==> src/sv/owo_pkg.sv <==
// ----------------------------------------------------------------------------
// owo_pkg
// Shared types and constants of the omni wheel odometry unit.
// ----------------------------------------------------------------------------
package owo_pkg;

    localparam int FRAC_BITS_DEF = 24;

    localparam int MW = 34;
    localparam int PW = 2 * MW;

    localparam logic [63:0]   TWO_PI_Q32     = 64'd26986075409;
    localparam logic [MW-1:0] HALF_PI_Q32    = 34'd6746518852;
    localparam logic [MW-1:0] INV_TWO_PI_Q32 = 34'd683565276;
    localparam logic [30:0]   ONE_Q30        = 31'd1073741824;

    localparam int PADDR_W = 6;
    localparam int PDATA_W = 64;

    localparam logic [2:0] REG_KIN0   = 3'd0;
    localparam logic [2:0] REG_KIN1   = 3'd1;
    localparam logic [2:0] REG_KIN2   = 3'd2;
    localparam logic [2:0] REG_TICKS  = 3'd3;
    localparam logic [2:0] REG_ORIGIN = 3'd4;

    typedef enum logic [3:0] {
        MOP_NONE,
        MOP_SETPOSE,
        MOP_WHL,
        MOP_KIN,
        MOP_HEAD,
        MOP_PHASE,
        MOP_MAG,
        MOP_SQ,
        MOP_DIVS2,
        MOP_DIVTMP,
        MOP_MULT,
        MOP_MULC,
        MOP_UT,
        MOP_QUAD,
        MOP_ROT
    } t_mop;

    typedef struct packed {
        t_mop       mop;
        logic [3:0] idx;
    } t_uop;

    typedef struct packed {
        logic in_load;
        logic out_load;
        t_uop uop;
    } t_cmd;

    typedef struct packed {
        logic [2:0][47:0] kin;
        logic [31:0]      ticks;
        logic [15:0]      origin;
    } t_cfg;

    typedef enum logic [1:0] {
        S_IDLE,
        S_POSE,
        S_RUN,
        S_DONE
    } t_state;

    localparam int PROG_LEN = 38;

endpackage

==> src/sv/owo_ctrl.sv <==
// ----------------------------------------------------------------------------
// owo_ctrl
// Sequencer: steps the datapath through the micro-op program of one item.
// ----------------------------------------------------------------------------
module owo_ctrl (
    input  logic          i_clk,
    input  logic          i_rst_n,
    input  logic          i_in_valid,
    input  logic          i_in_op,
    output logic          o_in_ready,
    input  logic          i_out_ready,
    output logic          o_out_valid,
    output owo_pkg::t_cmd o_cmd
);
    import owo_pkg::*;

    localparam int CW = $clog2(2 * PROG_LEN);
    localparam logic [CW-1:0] CNT_LAST = CW'(2 * PROG_LEN - 1);

    t_state        r_state, n_state;
    logic [CW-1:0] r_cnt;
    logic          r_ovalid;
    logic          in_xfer;
    logic          out_free;

    function automatic t_uop prog(input logic [CW-2:0] s);
        t_uop u;
        u.idx = 4'd0;
        case (s)
            0, 1, 2:  begin u.mop = MOP_WHL;   u.idx = 4'(s); end
            3, 4, 5:  begin u.mop = MOP_KIN;   u.idx = {2'd0, 2'(s - 3)}; end
            6, 7, 8:  begin u.mop = MOP_KIN;   u.idx = {2'd1, 2'(s - 6)}; end
            9, 10, 11: begin u.mop = MOP_KIN;  u.idx = {2'd2, 2'(s - 9)}; end
            12:       u.mop = MOP_HEAD;
            13:       u.mop = MOP_PHASE;
            14:       u.mop = MOP_MAG;
            15:       u.mop = MOP_SQ;
            16:       begin u.mop = MOP_DIVS2;  u.idx = 4'd0; end
            17, 19, 21: u.mop = MOP_MULT;
            18:       begin u.mop = MOP_DIVTMP; u.idx = 4'd1; end
            20:       begin u.mop = MOP_DIVTMP; u.idx = 4'd2; end
            22:       begin u.mop = MOP_DIVTMP; u.idx = 4'd3; end
            23:       u.mop = MOP_UT;
            24:       begin u.mop = MOP_DIVS2;  u.idx = 4'd4; end
            25, 27, 29, 31: u.mop = MOP_MULC;
            26:       begin u.mop = MOP_DIVTMP; u.idx = 4'd5; end
            28:       begin u.mop = MOP_DIVTMP; u.idx = 4'd6; end
            30:       begin u.mop = MOP_DIVTMP; u.idx = 4'd7; end
            32:       begin u.mop = MOP_DIVTMP; u.idx = 4'd8; end
            33:       u.mop = MOP_QUAD;
            34, 35, 36, 37: begin u.mop = MOP_ROT; u.idx = 4'(s - 34); end
            default:  u.mop = MOP_NONE;
        endcase
        return u;
    endfunction

    assign in_xfer  = i_in_valid && o_in_ready;
    assign out_free = !r_ovalid || i_out_ready;

    always_comb begin
        n_state = r_state;
        case (r_state)
            S_IDLE: if (i_in_valid) n_state = i_in_op ? S_POSE : S_RUN;
            S_POSE: if (r_cnt[0]) n_state = S_DONE;
            S_RUN:  if (r_cnt == CNT_LAST) n_state = S_DONE;
            S_DONE: if (out_free) n_state = S_IDLE;
            default: n_state = S_IDLE;
        endcase
    end

    always_comb begin
        o_in_ready   = (r_state == S_IDLE);
        o_cmd        = '0;
        o_cmd.uop.mop = MOP_NONE;
        case (r_state)
            S_IDLE: o_cmd.in_load = in_xfer;
            S_POSE: if (!r_cnt[0]) o_cmd.uop.mop = MOP_SETPOSE;
            S_RUN:  if (!r_cnt[0]) o_cmd.uop = prog(r_cnt[CW-1:1]);
            S_DONE: o_cmd.out_load = out_free;
            default: ;
        endcase
    end

    assign o_out_valid = r_ovalid;

    always_ff @(posedge i_clk) begin
        if (!i_rst_n) begin
            r_state  <= S_IDLE;
            r_cnt    <= '0;
            r_ovalid <= 1'b0;
        end else begin
            r_state <= n_state;
            r_cnt   <= (r_state == S_RUN || r_state == S_POSE) ? r_cnt + 1'b1 : '0;
            if (o_cmd.out_load) r_ovalid <= 1'b1;
            else if (i_out_ready) r_ovalid <= 1'b0;
        end
    end

endmodule

==> config.mk <==
export PLATFORM = sky130hd
export DESIGN_NAME = owo_ctrl
export DESIGN_NICKNAME = d
export VERILOG_FILES = /design/src/sv/owo_pkg.sv /design/src/sv/owo_ctrl.sv
export SDC_FILE = /design/constraint.sdc
export NUM_CORES = 1
export LEC_CHECK = 0
export ABC_AREA = 0
export BUFFER_PORTS_ARGS = -buffer_cell sky130_fd_sc_hd__buf_2
export CORE_MARGIN = 10
export CORE_UTILIZATION = 55
export DETAILED_ROUTE_END_ITERATION = 6
export PLACE_DENSITY_LB_ADDON = 0.3
export SYNTH_ARGS = -nofsm -noshare
export SYNTH_HDL_FRONTEND = slang
export SYNTH_SLANG_ARGS = --single-unit
==> constraint.sdc <==
create_clock -name i_clk -period 4.1 [get_ports i_clk]
set_clock_uncertainty 0.05 [all_clocks]
set_input_delay 0.82 -clock i_clk [delete_from_list [all_inputs] [get_ports i_clk]]
set_output_delay 0.82 -clock i_clk [all_outputs]
set_load 0.05 [all_outputs]
==> reports/results.tsv <==
metric	value	unit
numCtsBuffers	3	
fp.coreArea	1750	sq um
setup_violations	0	
rows	15	
post-route-util	0.642	
period_minus_slack	3280	ps
synth_top_flop_cell	dfxtp_1	
synth.area.mux_share	0.0194	
outcome	complete, no violations	
die_x	63.4	um
synth_compound_area_frac	0.234	
ys_ff_latch	10	
via_count	1057	
clk_pin_slew	70	ps
clk_path_buf_depth	2	
cap_viol_max_count	0	
overflow	0	
multi_input_area	738	sq um
tightest_slew	668	ps
clock_latency	270	ps
fillerInstances	167	
ys_seq_area_frac	0.194	
root_buffer	clkbuf_4	
port-buffer-count	16	
synth_nets	159	
synthAdderAreaFrac	0.0969	
holdBufCountCts	0	
synth_top_area_cell	dfxtp_1	
htreeDepth	1	
netlist_area	1030	sq um
synth_cell_type_count	43	
min_path_type	flip-flop to flip-flop	
antenna_cells	0	
hold_slack	475	ps
drt_wl_total	2.51	mm
post_dp_cell_area	1080	sq um
synth_top_area_frac	0.194	
final-seq-area	200	sq um
area_growth	8.35	%
cts_resized	0	
crit_arrival	2410	ps
yosys_warnings	0	
fin_nets	169	
post_cts_buffers	0	
dp_hpwl	1.87	mm
finalHoldViolCount	0	
synth_edf_count	0	
leakage	0.439	nW
antenna_found_initial	0	
dieHeight	63.4	um
grt_use_total	0.122	
final.setup.tns	0	ps
grt_max_degree	24	
drc	0	
final_cell_area	1120	sq um
design.portCount	17	
path_max_fanout	20	
cts_tree	done	
p_per_area	418	nW/um^2
vdd_ir_drop_max	0.000365	V
synthCells	146	
rsz0062_at_grt	false	
crit_path_end_kind	primary output	
async_flop_share	0	
initial_core_util	0.592	
dieArea	4010	sq um
slew-limit-headroom	0.554	
post_drt_wl_per_cell	13.9	um
worstPathRequired	3230	ps
setup_ws	819	ps
drtIter0Drc	45	
synth_xor_area_frac	0.0508	
dr.pass1.iters	4	
routed_via_density	5.87	
max_freq	305	MHz
yosys.area_share.simple	0.314	
grt_pass1_vias	947	
worstSetupStartpointType	flip-flop	
synth_top_family_by_area	simple AND/OR/NAND/NOR gates	
pre_cts_slack	1150	ps
crit_type	flip-flop to primary output	
drive_above_1_share	0.142	
route.antenna.remaining_nets	0	
cts.sinks	10	
ys_top_cells_by_area	dfxtp_1, ha_1, o21ai_0	
grt_pass1_wl	4.16	mm
gp_congestion	0.957	
syn_area_per_cell	7.08	sq um
fin_crit_sh	0.800	
slew_violations	0	
-- cells by family (layout without fill, tap and decap cells) --
| family | count (synthesis) | in the layout |
|---|---|---|
| simple gates | 62 | 62 |
| compound gates | 38 | 38 |
| buf+inv | 20 | 29 |
| flops | 10 | 10 |
| fa+ha+maj | 8 | 8 |
| xor+xnor | 6 | 6 |
| mux | 2 | 2 |
-- cell usage after synthesis, drive strengths merged, types with 2 or more instances --
cell type  count
o21ai         13
clkbuf         3
nand4          3
and2           2
nand2b         3
nand3         10
and3           2
o31ai          2
xnor2          4
a31oi          2
nor4           2
nor2b          8
nor2          13
a22oi          2
nor3           2
buf            8
a21oi          8
inv            9
o2111a         2
ha             8
xor2           2
dfxtp         10
mux2i          2
nand2         12
-- placed cells by master (no fill, tap or decap), drive strengths merged, types with 2 or more instances in the layout --
| master | netlist | routed |
|---|---|---|
| nand3 | 10 | 10 |
| xnor2 | 4 | 4 |
| ha | 8 | 8 |
| nor3 | 2 | 2 |
| mux2i | 2 | 2 |
| nor2b | 8 | 8 |
| a22oi | 2 | 2 |
| nand2 | 12 | 12 |
| a21oi | 8 | 8 |
| clkbuf | 3 | 4 |
| o2111a | 2 | 2 |
| buf | 8 | 16 |
| and3 | 2 | 2 |
| nor4 | 2 | 2 |
| xor2 | 2 | 2 |
| dfxtp | 10 | 10 |
| a31oi | 2 | 2 |
| o31ai | 2 | 2 |
| nand4 | 3 | 3 |
| nand2b | 3 | 3 |
| and2 | 2 | 2 |
| inv | 9 | 9 |
| nor2 | 13 | 13 |
| o21ai | 13 | 13 |
-- where the power goes --
| group | switching, mW | leakage [nW] | internal [mW] |
|---|---|---|---|
| clock network | 0.0353 | 0.0210 | 0.0540 |
| logic | 0.167 | 0.337 | 0.0744 |
| registers | 0.0241 | 0.0812 | 0.113 |
| total | 0.227 | 0.439 | 0.241 |
-- through the flow --
step | total power [mW] | std cells
CTS | 0.471 | 180
finish | 0.468 | 180
global placement | 0.373 | 176
detailed placement | 0.380 | 176
global route | 0.499 | 180
floorplan | 0.324 | 146
-- layer usage --
layer	GRT usage	vias to the layer above	part of all wire
li1	-	535	-
met1	0.140	493	0.43
met2	0.205	24	0.50
met3	0.0336	5	0.056
met4	0.0546	0	0.015
met5	0	-	0
-- layout make-up --
class | count | area share
inverters | 9 | 0.0302
multi-input cells | 116 | 0.659
repair buffers | 16 | 0.0715
well taps | 25 | 0.0279
clock buffers | 4 | 0.0324
flip-flops and latches | 10 | 0.179
-- registers in the layout, indices dropped and copies added, names as in the netlist --
name         flops
r_state          2
o_out_valid      1
r_cnt            7
-- worst paths after layout --
check | to | slack (ps) | start | cells past startpoint
worst min register to register | r_state[1] | 480 | r_state[1] | 2
worst max register to register | r_state[0] | 2050 | r_cnt[1] | 5
worst min-delay path | r_state[1] | 480 | r_state[1] | 2
worst max-delay path | o_cmd[2] | 820 | r_cnt[3] | 5
-- critical path, stage by stage, from the launching register on --
cell,delay (ps)
dfxtp_1,740
inv_1,270
ha_1,340
nor4_1,310
o2111a_1,230
buf_2,250
Power figures use the tool's default switching activity.
