--- src/sv/owo_pkg.sv ---
// ----------------------------------------------------------------------------
// owo_pkg
// Shared types and constants of the omni wheel odometry unit.
// ----------------------------------------------------------------------------
package owo_pkg;

    localparam int FRAC_BITS_DEF = 24;

    localparam int MW = 34;
    localparam int PW = 2 * MW;

    localparam logic [63:0]   TWO_PI_Q32     = 64'd26986075409;
    localparam logic [MW-1:0] HALF_PI_Q32    = 34'd6746518852;
    localparam logic [MW-1:0] INV_TWO_PI_Q32 = 34'd683565276;
    localparam logic [30:0]   ONE_Q30        = 31'd1073741824;

    localparam int PADDR_W = 6;
    localparam int PDATA_W = 64;

    localparam logic [2:0] REG_KIN0   = 3'd0;
    localparam logic [2:0] REG_KIN1   = 3'd1;
    localparam logic [2:0] REG_KIN2   = 3'd2;
    localparam logic [2:0] REG_TICKS  = 3'd3;
    localparam logic [2:0] REG_ORIGIN = 3'd4;

    typedef enum logic [3:0] {
        MOP_NONE,
        MOP_SETPOSE,
        MOP_WHL,
        MOP_KIN,
        MOP_HEAD,
        MOP_PHASE,
        MOP_MAG,
        MOP_SQ,
        MOP_DIVS2,
        MOP_DIVTMP,
        MOP_MULT,
        MOP_MULC,
        MOP_UT,
        MOP_QUAD,
        MOP_ROT
    } t_mop;

    typedef struct packed {
        t_mop       mop;
        logic [3:0] idx;
    } t_uop;

    typedef struct packed {
        logic in_load;
        logic out_load;
        t_uop uop;
    } t_cmd;

    typedef struct packed {
        logic [2:0][47:0] kin;
        logic [31:0]      ticks;
        logic [15:0]      origin;
    } t_cfg;

    typedef enum logic [1:0] {
        S_IDLE,
        S_POSE,
        S_RUN,
        S_DONE
    } t_state;

    localparam int PROG_LEN = 38;

endpackage

--- src/sv/owo_cfg.sv ---
// ----------------------------------------------------------------------------
// owo_cfg
// APB register file: kinematics rows, tick scale and count origin.
// ----------------------------------------------------------------------------
module owo_cfg (
    input  logic                         i_clk,
    input  logic                         i_rst_n,
    input  logic                         psel,
    input  logic                         penable,
    input  logic                         pwrite,
    input  logic [owo_pkg::PADDR_W-1:0]  paddr,
    input  logic [owo_pkg::PDATA_W-1:0]  pwdata,
    output logic [owo_pkg::PDATA_W-1:0]  prdata,
    output logic                         pready,
    output owo_pkg::t_cfg                o_cfg
);
    import owo_pkg::*;

    logic [2:0][47:0] r_kin;
    logic [31:0]      r_ticks;
    logic [15:0]      r_origin;
    logic [2:0]       reg_idx;
    logic             wr_en;

    assign reg_idx = paddr[5:3];
    assign wr_en   = psel && penable && pwrite;
    assign pready  = 1'b1;

    always_ff @(posedge i_clk) begin
        if (!i_rst_n) begin
            r_kin    <= '0;
            r_ticks  <= '0;
            r_origin <= 16'd32768;
        end else if (wr_en) begin
            case (reg_idx)
                REG_KIN0:   r_kin[0] <= pwdata[47:0];
                REG_KIN1:   r_kin[1] <= pwdata[47:0];
                REG_KIN2:   r_kin[2] <= pwdata[47:0];
                REG_TICKS:  r_ticks  <= pwdata[31:0];
                REG_ORIGIN: r_origin <= pwdata[15:0];
                default: ;
            endcase
        end
    end

    always_comb begin
        case (reg_idx)
            REG_KIN0:   prdata = {16'd0, r_kin[0]};
            REG_KIN1:   prdata = {16'd0, r_kin[1]};
            REG_KIN2:   prdata = {16'd0, r_kin[2]};
            REG_TICKS:  prdata = {32'd0, r_ticks};
            REG_ORIGIN: prdata = {48'd0, r_origin};
            default:    prdata = '0;
        endcase
    end

    assign o_cfg = '{kin: r_kin, ticks: r_ticks, origin: r_origin};

endmodule

--- config.mk ---
export PLATFORM = sky130hd
export DESIGN_NAME = owo_cfg
export DESIGN_NICKNAME = d
export VERILOG_FILES = /design/src/sv/owo_pkg.sv /design/src/sv/owo_cfg.sv
export SDC_FILE = /design/constraint.sdc
export NUM_CORES = 1
export LEC_CHECK = 0
export ABC_AREA = 1
export BUFFER_PORTS_ARGS = -buffer_cell sky130_fd_sc_hd__buf_2
export CORE_ASPECT_RATIO = 0.5
export CORE_MARGIN = 1.5
export CORE_UTILIZATION = 30
export CTS_BUF_LIST = sky130_fd_sc_hd__clkbuf_2 sky130_fd_sc_hd__clkbuf_4 sky130_fd_sc_hd__clkbuf_8
export DETAILED_ROUTE_END_ITERATION = 6
export HOLD_SLACK_MARGIN = 0.05
export RECOVER_POWER = 50
export SETUP_SLACK_MARGIN = 0.15
export SLEW_MARGIN = 30
export SYNTH_ARGS = -nofsm -noshare
export SYNTH_HDL_FRONTEND = slang
export SYNTH_SLANG_ARGS = --single-unit
--- constraint.sdc ---
create_clock -name i_clk -period 1.6 [get_ports i_clk]
set_clock_uncertainty 0.2 [all_clocks]
set_input_delay 0.16 -clock i_clk [delete_from_list [all_inputs] [get_ports i_clk]]
set_output_delay 0.16 -clock i_clk [all_outputs]
set_load 0.1 [all_outputs]
==> results of run 1 <==
-- tightest hold or removal path, cell delays in order --
cell	delay [ns]
sky130_fd_sc_hd__buf_2	0.10
sky130_fd_sc_hd__nand3_2	0.15
sky130_fd_sc_hd__nor2_4	0.08
sky130_fd_sc_hd__buf_12	0.16
sky130_fd_sc_hd__nor2_1	0.09
sky130_fd_sc_hd__nor2_1	0.05
-- power groups by stage --
stage               Combinational [mW]  Sequential (mW)  Clock, mW
floorplan                        0.899             5.37          0
global placement                  1.82             4.94          0
detailed placement                1.82             4.94          0
CTS                               2.26             4.70       3.06
global route                      2.53             4.67       3.26
finish                            2.43             4.66       2.98
-- stage by stage --
step | instances | instance area, µm² | setup TNS (ns) | hold slack (ns) | setup WS, ns
floorplan | 1517 | 10900 | 0 | 0.0861 | 0.0995
global placement | 2212 | 13900 | -11.86 | 0.203 | -0.158
detailed placement | 2212 | 13900 | -12.56 | 0.206 | -0.149
CTS | 2332 | 18900 | -8.07 | 0.0685 | -0.239
global route | 2409 | 20000 | -23.45 | 0.122 | -0.303
finish | 2409 | 20000 | -13.51 | 0.119 | -0.239
-- worst paths after layout --
check,startpoint,endpoint,slack [ns],cells past startpoint
worst max-delay path,o_cfg[145]$_SDFFE_PN0P_,prdata[1],-0.24,6
worst min-delay path,penable,r_ticks[21]$_SDFFE_PN0P_,0.12,6
worst max register to register,o_cfg[143]$_SDFFE_PN0P_,o_cfg[143]$_SDFFE_PN0P_,0.50,4
worst min register to register,r_origin[13]$_SDFFE_PN0P_,r_origin[13]$_SDFFE_PN0P_,0.31,2
-- cell usage after synthesis, drive strengths merged --
| master | instances | share of area [%] |
|---|---|---|
| conb | 2 | 0.080 |
| nor2 | 431 | 18 |
| nand2 | 412 | 17 |
| buf | 84 | 5.4 |
| o21ai | 1 | 0.053 |
| nand4 | 25 | 1.7 |
| clkbuf | 35 | 1.4 |
| dfxtp | 192 | 41 |
| inv | 98 | 3.9 |
| a21oi | 16 | 0.86 |
| clkinv | 1 | 0.040 |
| nand3 | 205 | 11 |
-- kinds of logic (layout without fill, tap and decap cells) --
kind of cell	count (synthesis)	in the layout	share of synthesized area, %
buffers and inverters	218	686	10.8
other	2	18	0.0802
AOI/OAI and AO/OA	17	17	0.909
DFF	192	192	41.1
and+or+nand+nor	1073	1073	47.1
-- metal layers --
layer,vias to the layer above,GRT usage (%)
met5,-,0
met4,0,14.8
met3,151,4.41
met2,488,43.6
met1,5575,30.2
li1,5557,-
-- timing repair --
action,4_1_cts,5_1_grt
cloned,6,2
setup endpoints to repair,240,238
pin swaps,83,67
resized for setup,1024,158
hold buffers,54,0
setup buffers,28,74
hold endpoints to repair,192,0
-- layout make-up --
class	count	share of cell area [%]
Antenna cell	1	0.0125
Clock buffer	25	1.50
Clock inverter	7	0.200
Inverter	99	2.15
Multi-Input combinational cell	1107	30.7
Sequential cell	192	22.7
Tap cell	423	2.64
Timing Repair Buffer	555	40.1
-- flip-flops by register name, summed over array words and instances (netlist names) --
| register | cells |
|---|---|
| r_ticks | 32 |
| o_cfg | 144 |
| r_origin | 16 |
==> out/results.ini, run 1 <==
[outcome]
outcome=finished, violations left
violations=setup timing

[clock_tree]
numClockSinks=192
htree_num_levels=4
max_clock_buf_depth=2
cts_inserted_buffers=17
cts_tree=built
root_driver=sky130_fd_sc_hd__clkbuf_8
clkTransAtPathRegs_ns=0.10
insertion_delay_of_the_later_clocked_pin_in_the_worst_skew_pair_ns=0.49

[floorplan]
dieArea_um2=32300
core_um2=30500
number_of_standard_cell_rows_in_the_floorplan=45
boundary_pin_count=332
floorplan.die.width_um=253
floorplan.initialDensity_pct=30.7
die_h_um=128

[timing]
worstMarginPinSlew_ns=0.944
setup_viol=184
max_freq_mhz=544
max_slew_margin_pct=37.1
postLayoutSetupSlackWorst_ns=-0.239
timing.final.hold_violations=0
final.period_utilization_pct=115
tmin_final_ns=1.84
grt_setup_unrepaired=yes
report.final.slew_viol_count=0

[global_routing]
grt_first_pass_wirelength_mm=63.3
largest_net_degree_at_the_start_of_global_routing=48
grt-ovfl-total=0
first_global_vias=11020
grt_antenna_before_repair=1
globalRouteTotalUtil_pct=25.4

[worst_setup_path]
timing.critical_path.required_ns=1.24
crit_path_cell_trace=inv_1 > nor2_1 > nor2_2 > buf_6 > nand2_8 > buf_12
worst_setup_path_start_kind=flip-flop
timing.critical_path.buf_inv=3
cp_top_family=flip-flops
worst-setup-path-type=reg2out
critical_path_arrival_ns=1.48
critPathMaxStageDelay_ns=0.37
crit_path_top_delay_cell=sky130_fd_sc_hd__dfxtp_2
critPathCaptureType=output pin
path_max_fanout=3

[final_layout]
finalNetCount=2047
drive_above_1_share_pct=48.6
area_delta_synth_final_pct=114
multi_input_comb_area_um2=6150
most-common-layout-cells=sky130_fd_sc_hd__nor2_1, sky130_fd_sc_hd__nand2_1, sky130_fd_sc_hd__buf_12, sky130_fd_sc_hd__dfxtp_4, sky130_fd_sc_hd__nand3_1
fin_util_pct=65.7
seq_area_um2=4540
layout_commonest_cell=sky130_fd_sc_hd__nor2_1
num-fill-cells=2264

[drt]
detailroute.wirelength.met3_mm=2.56
routed_via_density=4.89
met2RoutedLength_mm=21.8
antenna_left=0
dr_total_vias=11771
wl_mm=43.8
drt_first_pass_iters=5
detail_route.wirelength.met1_mm=17.1
first_iter_violations=854
topRoutingLayerUsed=met4
wl_per_cell_um=18.2
route.detailed.drc=0

[placed_design]
gpl.final_weighted_congestion=0.814
port_buffers=295
dp.final_hpwl_mm=24.8

[hold_path]
worst_hold_path_type=in2reg

[power]
power.leakage_nw=8.97
power.share.sequential_pct=46.3
finalPower_mw=10.1
switching_power_mw=3.40
p_per_area_nw_per_um2=503
power.share.switching_pct=33.7
power.share.clock_pct=29.6
peakVddDrop_uv=582
power.internal_mw=6.67
pwr-share-comb_pct=24.1

[synth]
synth_seq_area_share_pct=41.1
synth_seq_cells=192
syn-mean-instance-area_um2=6.23
synth_cell_type_count=20
syn-cell-area_um2=9360
syn-instance-count=1502
ys.warnings.count=0

[run]
max_cap_violations=0

Power figures use the tool's default switching activity.
==> run 2, diff against run 1 <==
REMOVE_ABC_BUFFERS = 1   (was unset)
==> out/results.ini, run 2 (same netlist as run 1, synthesis figures left out) <==
[hold_path]
holdCritStartpoint=paddr[5]
worst_hold_path_type=in2reg
hold_path_depth=6
min_delay_worst_endpoint=r_origin[15]$_SDFFE_PN1P_

[worst_setup_path]
path_max_fanout=3
ff2ff_setup_slack_ns=0.52
cp_top_family=flip-flops
crit_path_cell_trace=inv_2 > nor2_1 > a21oi_1 > nand2_1 > buf_12
timing.critical_path.required_ns=1.24
worst-setup-path-type=reg2out
critPathCaptureType=output pin
worst_setup_path_start_kind=flip-flop
critPathMaxStageDelay_ns=0.38
timing.critical_path.buf_inv=2
rr_worst_depth=4
timing.rr.end=o_cfg[135]$_SDFFE_PN0P_
worstReg2RegStart=o_cfg[135]$_SDFFE_PN0P_
crit_path_top_delay_cell=sky130_fd_sc_hd__dfxtp_4
critical_path_arrival_ns=1.45

[drt]
wl_per_cell_um=18.4
drt_first_pass_iters=6
wl_mm=44.3
dr_total_vias=11915
first_iter_violations=1117
antenna_left=0
route.detailed.drc=0
routed_via_density=4.96

[clock_tree]
htree_num_levels=4
max_clock_buf_depth=2
clkTransAtPathRegs_ns=0.11
cts_tree=built
cts_inserted_buffers=17
insertion_delay_of_the_later_clocked_pin_in_the_worst_skew_pair_ns=0.49
root_driver=sky130_fd_sc_hd__clkbuf_8
numClockSinks=192

[timing]
max_freq_mhz=551
worstMarginPinSlew_ns=0.528
fin_hold_ws_ns=0.0887
tmin_final_ns=1.81
final.period_utilization_pct=113
report.final.slew_viol_count=0
max_slew_margin_pct=64.8
grt_setup_unrepaired=yes
setup_viol=66
timing.final.hold_violations=0
postLayoutSetupSlackWorst_ns=-0.214

[final_layout]
multi_input_comb_area_um2=5170
layout_commonest_cell=sky130_fd_sc_hd__nor2_1
finalNetCount=2037
most-common-layout-cells=sky130_fd_sc_hd__nor2_1, sky130_fd_sc_hd__nand2_1, sky130_fd_sc_hd__buf_12, sky130_fd_sc_hd__nand3_1, sky130_fd_sc_hd__dfxtp_4
layout.cell_area.non_filler_um2=19000
area_delta_synth_final_pct=103
num-fill-cells=2273
seq_area_um2=4490
fin_util_pct=62.1
final_cells=2401
largest_register_ffs=144
drive_above_1_share_pct=44.4

[placed_design]
numPlacedInstances=2204
gpl.final_weighted_congestion=0.842
dp.final_hpwl_mm=24.0
port_buffers=295
post_detailed_placement_cell_area_um2=12500

[floorplan]
boundary_pin_count=332
floorplan.die.width_um=253
dieArea_um2=32300
floorplan.initialDensity_pct=30.7
core_um2=30500
number_of_standard_cell_rows_in_the_floorplan=45
die_h_um=128

[power]
p_per_area_nw_per_um2=579
finalPower_mw=11.0
power.leakage_nw=8.45
peakVddDrop_uv=547

[global_routing]
largest_net_degree_at_the_start_of_global_routing=50
globalRouteTotalUtil_pct=24.8
grt_busiest_layer=met2
grt_antenna_before_repair=3
groute.layer.met1.usage_pct=28.9
global_routing_met3_resource_utilization_pct=4.28
grt-ovfl-total=0
gr-usage-met2_pct=43.2
grt_first_pass_wirelength_mm=62.2
first_global_vias=11074

[run]
max_cap_violations=0

[outcome]
outcome=finished, violations left
violations=setup timing

-- run 2: changes by cell type in the layout (fill, tap and decap cells not counted), sizes merged, moves of 3 or more --
cell and change:
inv +4, buf -5, dlygate4sd3 -3, bufinv +5, clkinv -8
-- run 2: worst max-delay path by stage --
stage | from | to | slack [ns] | cells past startpoint
3_5_place_dp | paddr[5] | prdata[17] | -0.14 | 10
5_1_grt | r_ticks[30]$_SDFFE_PN0P_ | prdata[30] | -0.28 | 5
6_report | r_ticks[30]$_SDFFE_PN0P_ | prdata[30] | -0.21 | 5
2_1_floorplan | psel | o_cfg[100]$_SDFFE_PN0P_ | -1.93 | 5
3_3_place_gp | paddr[5] | prdata[21] | -0.12 | 10
4_1_cts | o_cfg[57]$_SDFFE_PN0P_ | prdata[9] | -0.19 | 5
-- run 2: worst min-delay path: cells and delay by family --
family                 cells  cell delay [ns]
buffers and inverters      3             0.36
and+or+nand+nor            2             0.15
AOI/OAI and AO/OA          1             0.08
-- run 2: routing by layer --
metal | vias to the layer above | wire length [µm]
met1 | 5642 | 16600
li1 | 5516 | -
met2 | 553 | 22200
met4 | 0 | 2980
met5 | - | 0
met3 | 204 | 2400
-- run 2: layout make-up --
type,count,area share (%)
Timing Repair Buffer,545,41.6
Multi-Input combinational cell,1107,27.2
Sequential cell,192,23.7
Tap cell,423,2.79
Inverter,99,2.05
Clock buffer,23,1.67
Clock inverter,9,0.924
Antenna cell,3,0.0396
-- run 2: through the flow --
| step | setup TNS (ns) | worst slack [ns] |
|---|---|---|
| after detailed placement | -10.56 | -0.145 |
| final | -5.61 | -0.214 |
| after CTS | -5.70 | -0.188 |
| after global routing | -15.08 | -0.280 |
| after floorplan | -399.31 | -1.93 |
| after global placement | -9.70 | -0.124 |
-- run 2: report_power, final --
group	total [mW]	internal, mW	switching, mW	leakage, nW
logic	2.34	0.837	1.50	6.51
registers	4.69	4.60	0.0857	1.69
clock network	3.96	2.11	1.85	0.244
total	11.0	7.55	3.43	8.45
-- run 2: what timing repair did --
item | 4_1_cts | 5_1_grt
endpoints found under the hold margin | 192 | 0
gates resized for setup | 1143 | 269
pin swaps | 60 | 73
setup endpoints to repair | 240 | 194
gates cloned | 8 | 1
setup buffers | 35 | 69
hold buffers | 49 | 0
